**config.mk**
```make
export PLATFORM = sky130hd
export DESIGN_NAME = tar_stream_deframer
export DESIGN_NICKNAME = d
export VERILOG_FILES = /design/src/tsd_pkg.sv /design/src/tsd_parse.sv /design/src/tsd_out_reg.sv /design/src/tar_stream_deframer.sv
export SDC_FILE = /design/constraint.sdc
export NUM_CORES = 1
export LEC_CHECK = 0
export ABC_AREA = 0
export BUFFER_PORTS_ARGS = -buffer_cell sky130_fd_sc_hd__clkbuf_2
export CORE_UTILIZATION = 30
export CTS_CLUSTER_DIAMETER = 100
export DETAILED_ROUTE_END_ITERATION = 16
export GPL_ROUTABILITY_DRIVEN = 0
export PLACE_DENSITY = 0.57
export SYNTH_ARGS = -nofsm -noshare
export SYNTH_HDL_FRONTEND = slang
export SYNTH_SLANG_ARGS = --single-unit
```
**constraint.sdc**
```tcl
create_clock -name clock -period 8.42 [get_ports clock]
set_clock_uncertainty 0.2 [all_clocks]
set_input_delay 2.526 -clock clock [delete_from_list [all_inputs] [get_ports clock]]
set_output_delay 2.526 -clock clock [all_outputs]
set_load 0.03 [all_outputs]
```
**src/tsd_pkg.sv**
```systemverilog
package tsd_pkg;

   // Archive geometry
   localparam int BLOCK_BYTES  = 512;
   localparam int OFFSET_BITS  = 9;
   localparam int LENGTH_BITS  = 40;
   localparam int SIZE_DIGITS  = 12;
   localparam int SIZE_BITS    = 3 * SIZE_DIGITS;
   localparam int SIZE_PORT_BITS = 64;
   localparam int MODE_BITS    = 24;

   // Header field positions
   localparam logic [OFFSET_BITS-1:0] MODE_FIRST = 9'd100;
   localparam logic [OFFSET_BITS-1:0] MODE_LAST  = 9'd107;
   localparam logic [OFFSET_BITS-1:0] SIZE_FIRST = 9'd124;
   localparam logic [OFFSET_BITS-1:0] SIZE_LAST  = 9'd135;
   localparam logic [OFFSET_BITS-1:0] TYPE_POS   = 9'd156;
   localparam logic [OFFSET_BITS-1:0] LAST_POS   = 9'(BLOCK_BYTES - 1);

   // Type bytes
   localparam logic [7:0] TYPE_FILE      = 8'h30;
   localparam logic [7:0] TYPE_NUL       = 8'h00;
   localparam logic [7:0] TYPE_LONG_NAME = 8'h4c;
   localparam logic [7:0] TYPE_LONG_LINK = 8'h4b;

   // Parser phases
   localparam logic [2:0] PH_HEADER = 3'd0;
   localparam logic [2:0] PH_FILE   = 3'd1;
   localparam logic [2:0] PH_LNAME  = 3'd2;
   localparam logic [2:0] PH_LLINK  = 3'd3;
   localparam logic [2:0] PH_PAD    = 3'd4;
   localparam logic [2:0] PH_TAIL   = 3'd5;
   localparam logic [2:0] PH_DONE   = 3'd6;
   localparam logic [2:0] PH_ERROR  = 3'd7;

   // Byte classes
   localparam logic [2:0] CLS_HEADER  = 3'd0;
   localparam logic [2:0] CLS_FILE    = 3'd1;
   localparam logic [2:0] CLS_LNAME   = 3'd2;
   localparam logic [2:0] CLS_LLINK   = 3'd3;
   localparam logic [2:0] CLS_PAD     = 3'd4;
   localparam logic [2:0] CLS_IGNORED = 3'd5;
   localparam logic [2:0] CLS_ERROR   = 3'd6;

   // Events
   localparam logic [2:0] EV_NONE       = 3'd0;
   localparam logic [2:0] EV_ENTRY      = 3'd1;
   localparam logic [2:0] EV_ZERO_END   = 3'd2;
   localparam logic [2:0] EV_SIZE_ERROR = 3'd3;
   localparam logic [2:0] EV_STREAM_END = 3'd4;

   typedef struct packed {
      logic [7:0]             byte_out;
      logic [2:0]             byte_class;
      logic [OFFSET_BITS-1:0] block_offset;
      logic [2:0]             event_res;
      logic [7:0]             entry_type;
      logic [SIZE_BITS-1:0]   entry_size;
      logic [MODE_BITS-1:0]   entry_mode;
      logic                   long_name_flag;
      logic                   long_link_flag;
   } result_type;

   function automatic logic is_octal(input logic [7:0] b);
      logic hit;
      hit = b inside {[8'h30:8'h37]};
      return hit;
   endfunction

endpackage

```
**src/tsd_parse.sv**
```systemverilog
module tsd_parse (
   input  logic                           clock,
   input  logic                           reset,
   input  logic                           step,
   input  logic [7:0]                     data_byte,
   input  logic                           csr_wr_en,
   input  logic [tsd_pkg::LENGTH_BITS-1:0] csr_wr_data,
   output tsd_pkg::result_type            result
);

   logic [tsd_pkg::LENGTH_BITS-1:0] length_ff, length_in;
   logic [2:0]                      phase_ff, phase_in;
   logic [tsd_pkg::OFFSET_BITS-1:0] offset_ff, offset_in;
   logic [tsd_pkg::LENGTH_BITS-1:0] consumed_ff, consumed_in;
   logic                            all_zero_ff, all_zero_in;
   logic [tsd_pkg::SIZE_BITS-1:0]   size_acc_ff, size_acc_in;
   logic [tsd_pkg::MODE_BITS-1:0]   mode_acc_ff, mode_acc_in;
   logic [7:0]                      type_ff, type_in;
   logic [tsd_pkg::SIZE_BITS-1:0]   payload_ff, payload_in;
   logic                            pend_name_ff, pend_name_in;
   logic                            pend_link_ff, pend_link_in;

   logic [tsd_pkg::LENGTH_BITS-1:0] left_now;
   logic [tsd_pkg::LENGTH_BITS-1:0] rest;
   logic [tsd_pkg::SIZE_BITS-1:0]   payload_dec;
   logic [tsd_pkg::OFFSET_BITS-1:0] next_off;
   logic                            past_end;
   logic                            is_file;
   logic                            is_long;
   logic                            size_over;
   logic                            report;
   logic [2:0]                      cls;
   logic [2:0]                      ev;

   // Shared arithmetic on the stream position
   always_comb begin
      next_off    = offset_ff + 1'b1;
      left_now    = length_ff - consumed_ff;
      rest        = left_now - 1'b1;
      past_end    = consumed_ff >= length_ff;
      payload_dec = payload_ff - 1'b1;
      consumed_in = (&consumed_ff) ? consumed_ff : consumed_ff + 1'b1;
      length_in   = csr_wr_en ? csr_wr_data : length_ff;
   end

   // Per-byte step of the parser
   always_comb begin
      phase_in     = phase_ff;
      all_zero_in  = all_zero_ff;
      size_acc_in  = size_acc_ff;
      mode_acc_in  = mode_acc_ff;
      type_in      = type_ff;
      payload_in   = payload_ff;
      pend_name_in = pend_name_ff;
      pend_link_in = pend_link_ff;
      cls          = tsd_pkg::CLS_IGNORED;
      ev           = tsd_pkg::EV_NONE;
      report       = 1'b0;
      is_file      = 1'b0;
      is_long      = 1'b0;
      size_over    = 1'b0;

      if (phase_ff != tsd_pkg::PH_DONE && phase_ff != tsd_pkg::PH_ERROR && past_end) begin
         ev       = tsd_pkg::EV_STREAM_END;
         phase_in = tsd_pkg::PH_DONE;
      end else begin
         case (phase_ff)
            tsd_pkg::PH_HEADER: begin
               if (offset_ff == '0 &&
                   left_now[tsd_pkg::LENGTH_BITS-1:tsd_pkg::OFFSET_BITS] == '0) begin
                  // partial block at the end: skip it
                  phase_in = tsd_pkg::PH_TAIL;
               end else begin
                  if (offset_ff == '0) begin
                     all_zero_in = 1'b1;
                     size_acc_in = '0;
                     mode_acc_in = '0;
                     type_in     = '0;
                  end
                  cls = tsd_pkg::CLS_HEADER;
                  if (data_byte != 8'h00) begin
                     all_zero_in = 1'b0;
                  end
                  if (offset_ff >= tsd_pkg::MODE_FIRST && offset_ff <= tsd_pkg::MODE_LAST &&
                      tsd_pkg::is_octal(data_byte)) begin
                     mode_acc_in = {mode_acc_in[tsd_pkg::MODE_BITS-4:0], data_byte[2:0]};
                  end
                  if (offset_ff >= tsd_pkg::SIZE_FIRST && offset_ff <= tsd_pkg::SIZE_LAST &&
                      tsd_pkg::is_octal(data_byte)) begin
                     size_acc_in = {size_acc_in[tsd_pkg::SIZE_BITS-4:0], data_byte[2:0]};
                  end
                  if (offset_ff == tsd_pkg::TYPE_POS) begin
                     type_in = data_byte;
                  end
                  if (offset_ff == tsd_pkg::LAST_POS) begin
                     is_file   = type_in == tsd_pkg::TYPE_FILE || type_in == tsd_pkg::TYPE_NUL;
                     is_long   = type_in == tsd_pkg::TYPE_LONG_NAME ||
                                 type_in == tsd_pkg::TYPE_LONG_LINK;
                     size_over = {{(tsd_pkg::LENGTH_BITS-tsd_pkg::SIZE_BITS){1'b0}},
                                  size_acc_in} > rest;
                     if (all_zero_in) begin
                        ev       = tsd_pkg::EV_ZERO_END;
                        phase_in = tsd_pkg::PH_DONE;
                     end else if ((is_file || is_long) && size_over) begin
                        ev       = tsd_pkg::EV_SIZE_ERROR;
                        report   = 1'b1;
                        phase_in = tsd_pkg::PH_ERROR;
                     end else if (is_long) begin
                        if (type_in == tsd_pkg::TYPE_LONG_NAME) begin
                           pend_name_in = 1'b1;
                        end else begin
                           pend_link_in = 1'b1;
                        end
                        payload_in = size_acc_in;
                        if (size_acc_in != '0) begin
                           phase_in = (type_in == tsd_pkg::TYPE_LONG_NAME) ?
                                      tsd_pkg::PH_LNAME : tsd_pkg::PH_LLINK;
                        end
                     end else begin
                        ev           = tsd_pkg::EV_ENTRY;
                        report       = 1'b1;
                        pend_name_in = 1'b0;
                        pend_link_in = 1'b0;
                        if (is_file && size_acc_in != '0) begin
                           payload_in = size_acc_in;
                           phase_in   = tsd_pkg::PH_FILE;
                        end
                     end
                  end
               end
            end
            tsd_pkg::PH_FILE, tsd_pkg::PH_LNAME, tsd_pkg::PH_LLINK: begin
               // count down the payload, then pad to the block boundary
               case (phase_ff)
                  tsd_pkg::PH_FILE:  cls = tsd_pkg::CLS_FILE;
                  tsd_pkg::PH_LNAME: cls = tsd_pkg::CLS_LNAME;
                  default:           cls = tsd_pkg::CLS_LLINK;
               endcase
               payload_in = payload_dec;
               if (payload_dec == '0) begin
                  phase_in = (next_off == '0) ? tsd_pkg::PH_HEADER : tsd_pkg::PH_PAD;
               end
            end
            tsd_pkg::PH_PAD: begin
               cls = tsd_pkg::CLS_PAD;
               if (next_off == '0) begin
                  phase_in = tsd_pkg::PH_HEADER;
               end
            end
            tsd_pkg::PH_ERROR: begin
               cls = tsd_pkg::CLS_ERROR;
            end
            default: begin
               cls = tsd_pkg::CLS_IGNORED;
            end
         endcase
      end
   end

   // Build the result item
   always_comb begin
      result.byte_out       = data_byte;
      result.byte_class     = cls;
      result.block_offset   = offset_ff;
      result.event_res      = ev;
      result.entry_type     = report ? type_in : '0;
      result.entry_size     = report ? size_acc_in : '0;
      result.entry_mode     = report ? mode_acc_in : '0;
      result.long_name_flag = report & pend_name_ff;
      result.long_link_flag = report & pend_link_ff;
   end

   // Hold parser state; advance only on a step (the length register loads on every write)
   always_ff @(posedge clock) begin
      if (reset) begin
         length_ff    <= '0;
         phase_ff     <= tsd_pkg::PH_HEADER;
         offset_ff    <= '0;
         consumed_ff  <= '0;
         all_zero_ff  <= 1'b1;
         size_acc_ff  <= '0;
         mode_acc_ff  <= '0;
         type_ff      <= '0;
         payload_ff   <= '0;
         pend_name_ff <= 1'b0;
         pend_link_ff <= 1'b0;
      end else begin
         length_ff <= length_in;
         if (step) begin
            phase_ff     <= phase_in;
            offset_ff    <= next_off;
            consumed_ff  <= consumed_in;
            all_zero_ff  <= all_zero_in;
            size_acc_ff  <= size_acc_in;
            mode_acc_ff  <= mode_acc_in;
            type_ff      <= type_in;
            payload_ff   <= payload_in;
            pend_name_ff <= pend_name_in;
            pend_link_ff <= pend_link_in;
         end
      end
   end

endmodule

```
**src/tsd_out_reg.sv**
```systemverilog
module tsd_out_reg (
   input  logic                clock,
   input  logic                reset,
   input  logic                load,
   input  tsd_pkg::result_type load_data,
   input  logic                rsp_stall,
   output logic                rsp_valid,
   output tsd_pkg::result_type rsp_data
);

   logic                valid_ff, valid_in;
   tsd_pkg::result_type data_ff, data_in;

   // Load a new item, or drop the current one once taken
   always_comb begin
      valid_in = valid_ff;
      data_in  = data_ff;
      if (load) begin
         valid_in = 1'b1;
         data_in  = load_data;
      end else if (valid_ff && !rsp_stall) begin
         valid_in = 1'b0;
      end
   end

   always_ff @(posedge clock) begin
      if (reset) begin
         valid_ff <= 1'b0;
      end else begin
         valid_ff <= valid_in;
      end
   end

   always_ff @(posedge clock) begin
      data_ff <= data_in;
   end

   assign rsp_valid = valid_ff;
   assign rsp_data  = data_ff;

endmodule

```
**src/tar_stream_deframer.sv**
```systemverilog
// Tar archive deframer: one archive byte in, one tagged byte out, at one item per clock
// when the result side keeps up. Each item passes an input register and then the parser,
// whose whole per-byte state update is combinational between that register and the
// result register, so a result shows on the ports once its item moves from the input
// register into the result register; it is taken at an edge where rsp_stall is low.
// The result register lets the next item be taken while a finished result still waits.
// The archive length register may be written only while the block is idle; it takes
// effect once registered. No clearing pass follows reset.
module tar_stream_deframer (
   input  logic                            clock,
   input  logic                            reset,
   input  logic                            req_valid,
   output logic                            req_stall,
   input  logic [7:0]                      req_data_byte,
   output logic                            rsp_valid,
   input  logic                            rsp_stall,
   output logic [7:0]                      rsp_byte_out,
   output logic [2:0]                      rsp_byte_class,
   output logic [8:0]                      rsp_block_offset,
   output logic [2:0]                      rsp_event_res,
   output logic [7:0]                      rsp_entry_type,
   output logic [63:0]                     rsp_entry_size,
   output logic [23:0]                     rsp_entry_mode,
   output logic                            rsp_long_name_flag,
   output logic                            rsp_long_link_flag,
   input  logic                            csr_wr_en,
   input  logic [39:0]                     csr_wr_data
);

   logic                in_valid_ff, in_valid_in;
   logic [7:0]          in_byte_ff, in_byte_in;
   logic                advance;
   logic                req_accept;
   tsd_pkg::result_type step_result;
   tsd_pkg::result_type out_data;

   // Move an item into the result register when it is free or being taken
   assign advance    = in_valid_ff && (!rsp_valid || !rsp_stall);
   assign req_stall  = in_valid_ff && !advance;
   assign req_accept = req_valid && !req_stall;

   // Hold the input item until the parser takes it
   always_comb begin
      in_valid_in = in_valid_ff;
      in_byte_in  = in_byte_ff;
      if (req_accept) begin
         in_valid_in = 1'b1;
         in_byte_in  = req_data_byte;
      end else if (advance) begin
         in_valid_in = 1'b0;
      end
   end

   always_ff @(posedge clock) begin
      if (reset) begin
         in_valid_ff <= 1'b0;
      end else begin
         in_valid_ff <= in_valid_in;
      end
   end

   always_ff @(posedge clock) begin
      in_byte_ff <= in_byte_in;
   end

   tsd_parse u_parse (
      .clock       (clock),
      .reset       (reset),
      .step        (advance),
      .data_byte   (in_byte_ff),
      .csr_wr_en   (csr_wr_en),
      .csr_wr_data (csr_wr_data),
      .result      (step_result)
   );

   tsd_out_reg u_out_reg (
      .clock     (clock),
      .reset     (reset),
      .load      (advance),
      .load_data (step_result),
      .rsp_stall (rsp_stall),
      .rsp_valid (rsp_valid),
      .rsp_data  (out_data)
   );

   // Unpack the result item onto the ports
   assign rsp_byte_out       = out_data.byte_out;
   assign rsp_byte_class     = out_data.byte_class;
   assign rsp_block_offset   = out_data.block_offset;
   assign rsp_event_res      = out_data.event_res;
   assign rsp_entry_type     = out_data.entry_type;
   assign rsp_entry_size     = {{(tsd_pkg::SIZE_PORT_BITS-tsd_pkg::SIZE_BITS){1'b0}},
                                out_data.entry_size};
   assign rsp_entry_mode     = out_data.entry_mode;
   assign rsp_long_name_flag = out_data.long_name_flag;
   assign rsp_long_link_flag = out_data.long_link_flag;

   // Header-end events fall on the last byte of a block
   a_event_at_block_end: assert property (@(posedge clock) disable iff (reset)
      rsp_valid && (rsp_event_res == tsd_pkg::EV_ENTRY ||
                    rsp_event_res == tsd_pkg::EV_ZERO_END ||
                    rsp_event_res == tsd_pkg::EV_SIZE_ERROR)
      |-> rsp_block_offset == tsd_pkg::LAST_POS)
      else $error("header event away from block end");

   // The stream-end byte is always ignored
   a_stream_end_class: assert property (@(posedge clock) disable iff (reset)
      rsp_valid && rsp_event_res == tsd_pkg::EV_STREAM_END
      |-> rsp_byte_class == tsd_pkg::CLS_IGNORED)
      else $error("stream end byte not ignored");

   // Entry fields stay zero unless an entry or a size error is reported
   a_fields_quiet: assert property (@(posedge clock) disable iff (reset)
      rsp_valid && rsp_event_res != tsd_pkg::EV_ENTRY &&
      rsp_event_res != tsd_pkg::EV_SIZE_ERROR
      |-> rsp_entry_size == '0 && rsp_entry_mode == '0 && rsp_entry_type == '0 &&
          !rsp_long_name_flag && !rsp_long_link_flag)
      else $error("entry fields set without an entry event");

   // A held input item is not lost while the result side stalls
   a_input_held: assert property (@(posedge clock) disable iff (reset)
      in_valid_ff && !advance |=> in_valid_ff && $stable(in_byte_ff))
      else $error("held input item lost");

endmodule
```
==> results.md <==
* Seq/Total Area, Yosys at 0.376
* Dpl hpwl at 42200 µm
* Final setup TNS at 0 ps
* Initial Utilization at 0.304
* P&R area growth vs syn at 13.6%
* Antenna cells at 0
* # nets final at 2479
* CTS resizes at 0
* Worst-path clk slew at 60 ps
* Layout cells sized above 1 at 0.111
* Tcrit/Tclk final at 0.918
* Die footprint at 63500 µm²
* Core region area at 61700 µm²
* Max-slew violation count at 0
* Unrepaired setup endpoints after global routing: no
* R2r worst-path depth at 25
* Final setup fails at 0
* Die width at 252 µm
* Hold Buf Count CTS at 0
* Critical path launch point type: flop
* Setup slack, reg-to-reg at 690 ps
* Wire length per cell at 17.9 µm
* Crit path max fanout at 33
* Top FF cell, synth: dfxtp_1
* Worst-skew pair later-pin latency at 550 ps
* Drt pass-1 iters at 5
* Kind of critical path: flop to flop
* H-tree lvl count at 2
* CTS sink cnt at 302
* Number of nets with antenna violations after routing at 0
* DRC violations left at 0
* Clk buf depth at 3
* DR vias at 17146
* Maximum clock frequency at 129 MHz
* Pwr dens at 194 nW/µm²
* Max cap viols at 0
* Inst Count DP at 3141
* Run status: finished clean
* Peak supply drop at 0.110 mV
* PortBufs at 147
* Worst slew margin at 0.207
* Root Buffer: clkbuf_16
* Initial antenna violation count at 0
* First-pass GRT wire length at 90800 µm
* Total track usage at 0.176
* YS warnings at 0
* Routed WL at 57300 µm
* Layout fillers at 6474
* Drt initial violations at 1481
* Period minus WS final at 7730 ps
* CTS tree: built
* CTS buffer count at 35
* # rows at 91
* Synthesized instance count at 2265
* Vias in the first global route at 16255
* CP peak stage delay at 880 ps
* Most used cell, CP: nand4_1
* Mapped cell area at 18800 µm²
* Synth cell types at 92
* Crit end category: flop
* Crit-path slowest cell: nand2_1
* Slew @ Worst Pin at 1190 ps
* CP required at 8650 ps
* Final non-filler cell total at 3203
* Overflow after GRT at 0
* Final Hold Viols at 0
* Yosys reg bits at 302
* Worst r2r src: u_parse.consumed_ff[8]
* Die height at 252 µm
* Vias/cell at 5.35
* Cells on Worst Hold Path at 2
* Worst Setup SP: u_parse.consumed_ff[8]
* Syn_area_per_cell at 8.28 µm²
* Leak pwr at 7.70 nW
* Largest net degree at the start of global routing at 77
* Worst hold path type: flop to flop
* I/O pin cnt at 176
* Post-CTS Setup Repair Bufs at 0
* Arr. time, crit path at 7960 ps
* Min-Delay Startpoint: u_parse.payload_ff[8]
* FFs w/ async S/R, synth at 0
* Post-synth EDFFs at 101
-- cells by family after synthesis --
group / after synthesis / synth area share
and+or+nand+nor: 940 / 0.235
AOI/OAI and AO/OA: 510 / 0.178
DFF: 302 / 0.376
buffers and inverters: 227 / 0.0542
xor gates and xnor gates: 114 / 0.0532
muxes: 86 / 0.0461
adders and majority gates: 85 / 0.0571
other: 1 / 0.000200
-- routing by layer --
metal | routed length, µm | vias up | track usage
li1 | - | 8307 | -
met1 | 25800 | 8146 | 0.236
met2 | 25900 | 600 | 0.285
met3 | 3790 | 93 | 0.0307
met4 | 1840 | 0 | 0.0608
met5 | 0 | - | 0
-- power by group --
group	internal (W)	switching, W
Sequential	0.00155	0.0000337
Combinational	0.000303	0.000670
Clock	0.000956	0.000632
Total	0.00281	0.00134
-- final timing paths --
kind,endpoint
max,u_parse.payload_ff[12]
max reg2reg,u_parse.payload_ff[12]
min reg2reg,u_parse.payload_ff[8]
min,u_parse.payload_ff[8]
-- cell usage in the layout (no fill, tap or decap), drive strengths merged, types with 14 or more instances in the layout --
master / count
inv: 71
buf: 24
xor2: 36
ha: 84
conb: 28
a211oi: 21
xnor2: 78
nand3: 50
clkbuf: 188
edfxtp: 101
a21o: 21
nand4: 45
dfxtp: 201
a22oi: 62
nor3: 112
o21ai: 82
a21oi: 192
nor4: 44
or3: 26
and2: 18
nor2: 352
and3: 14
nand2: 214
mux2i: 83
-- worst max-delay path, delay by kind of cell (launching register included) --
| family | cells | cell delay, ps |
|---|---|---|
| DFF | 1 | 440 |
| muxes | 1 | 220 |
| and+or+nand+nor | 11 | 3950 |
| xor gates and xnor gates | 2 | 430 |
| AOI/OAI and AO/OA | 8 | 1520 |
| buffers and inverters | 1 | 70 |
| adders and majority gates | 2 | 780 |
-- metrics by stage --
stage	utilization	setup slack, ps	cell area [µm²]	total power [W]	hold slack (ps)
after detailed placement	0.326	892	20100	0.00257	263
after CTS	0.345	835	21300	0.00418	271
after global placement	0.326	1210	20100	0.00255	250
after floorplan	-	1940	18900	0.00233	206
final	0.345	689	21300	0.00414	267
after global routing	0.345	51.6	21300	0.00435	279
-- synth_stat cells, types with 50 or more instances --
cell	instances	share of area
ha_1	84	0.056
nor2_1	352	0.070
xnor2_1	78	0.036
nand3_1	50	0.013
mux2i_1	83	0.044
clkbuf_1	98	0.020
a22oi_1	62	0.025
dfxtp_1	201	0.21
nor3_1	110	0.029
edfxtp_1	101	0.16
o21ai_0	63	0.017
a21oi_1	188	0.050
nand2_1	214	0.043
inv_1	68	0.014
-- layout make-up --
type	instances	area (µm²)	share of cell area
timing repair buffer	170	927	0.0435
tap	837	1050	0.0491
sequential	302	7060	0.331
clock inverter	20	249	0.0117
inverter	69	262	0.0123
multi-input combinational	1763	10800	0.508
clock buffer	42	942	0.0442
-- registers in the layout, summed over array words and instances, names as in the netlist --
name and count:
u_out_reg.rsp_valid 1, u_parse.size_acc_ff 36, in_valid_ff 1, in_byte_ff 8
u_parse.consumed_ff 40, u_parse.pend_link_ff 1, u_parse.payload_ff 36, u_parse.mode_acc_ff 24
u_parse.type_ff 8, u_parse.phase_ff 3, u_parse.all_zero_ff 1, u_parse.pend_name_ff 1
u_parse.length_ff 40, u_out_reg.rsp_data 93, u_parse.offset_ff 9
Power figures use the tool's default switching activity.
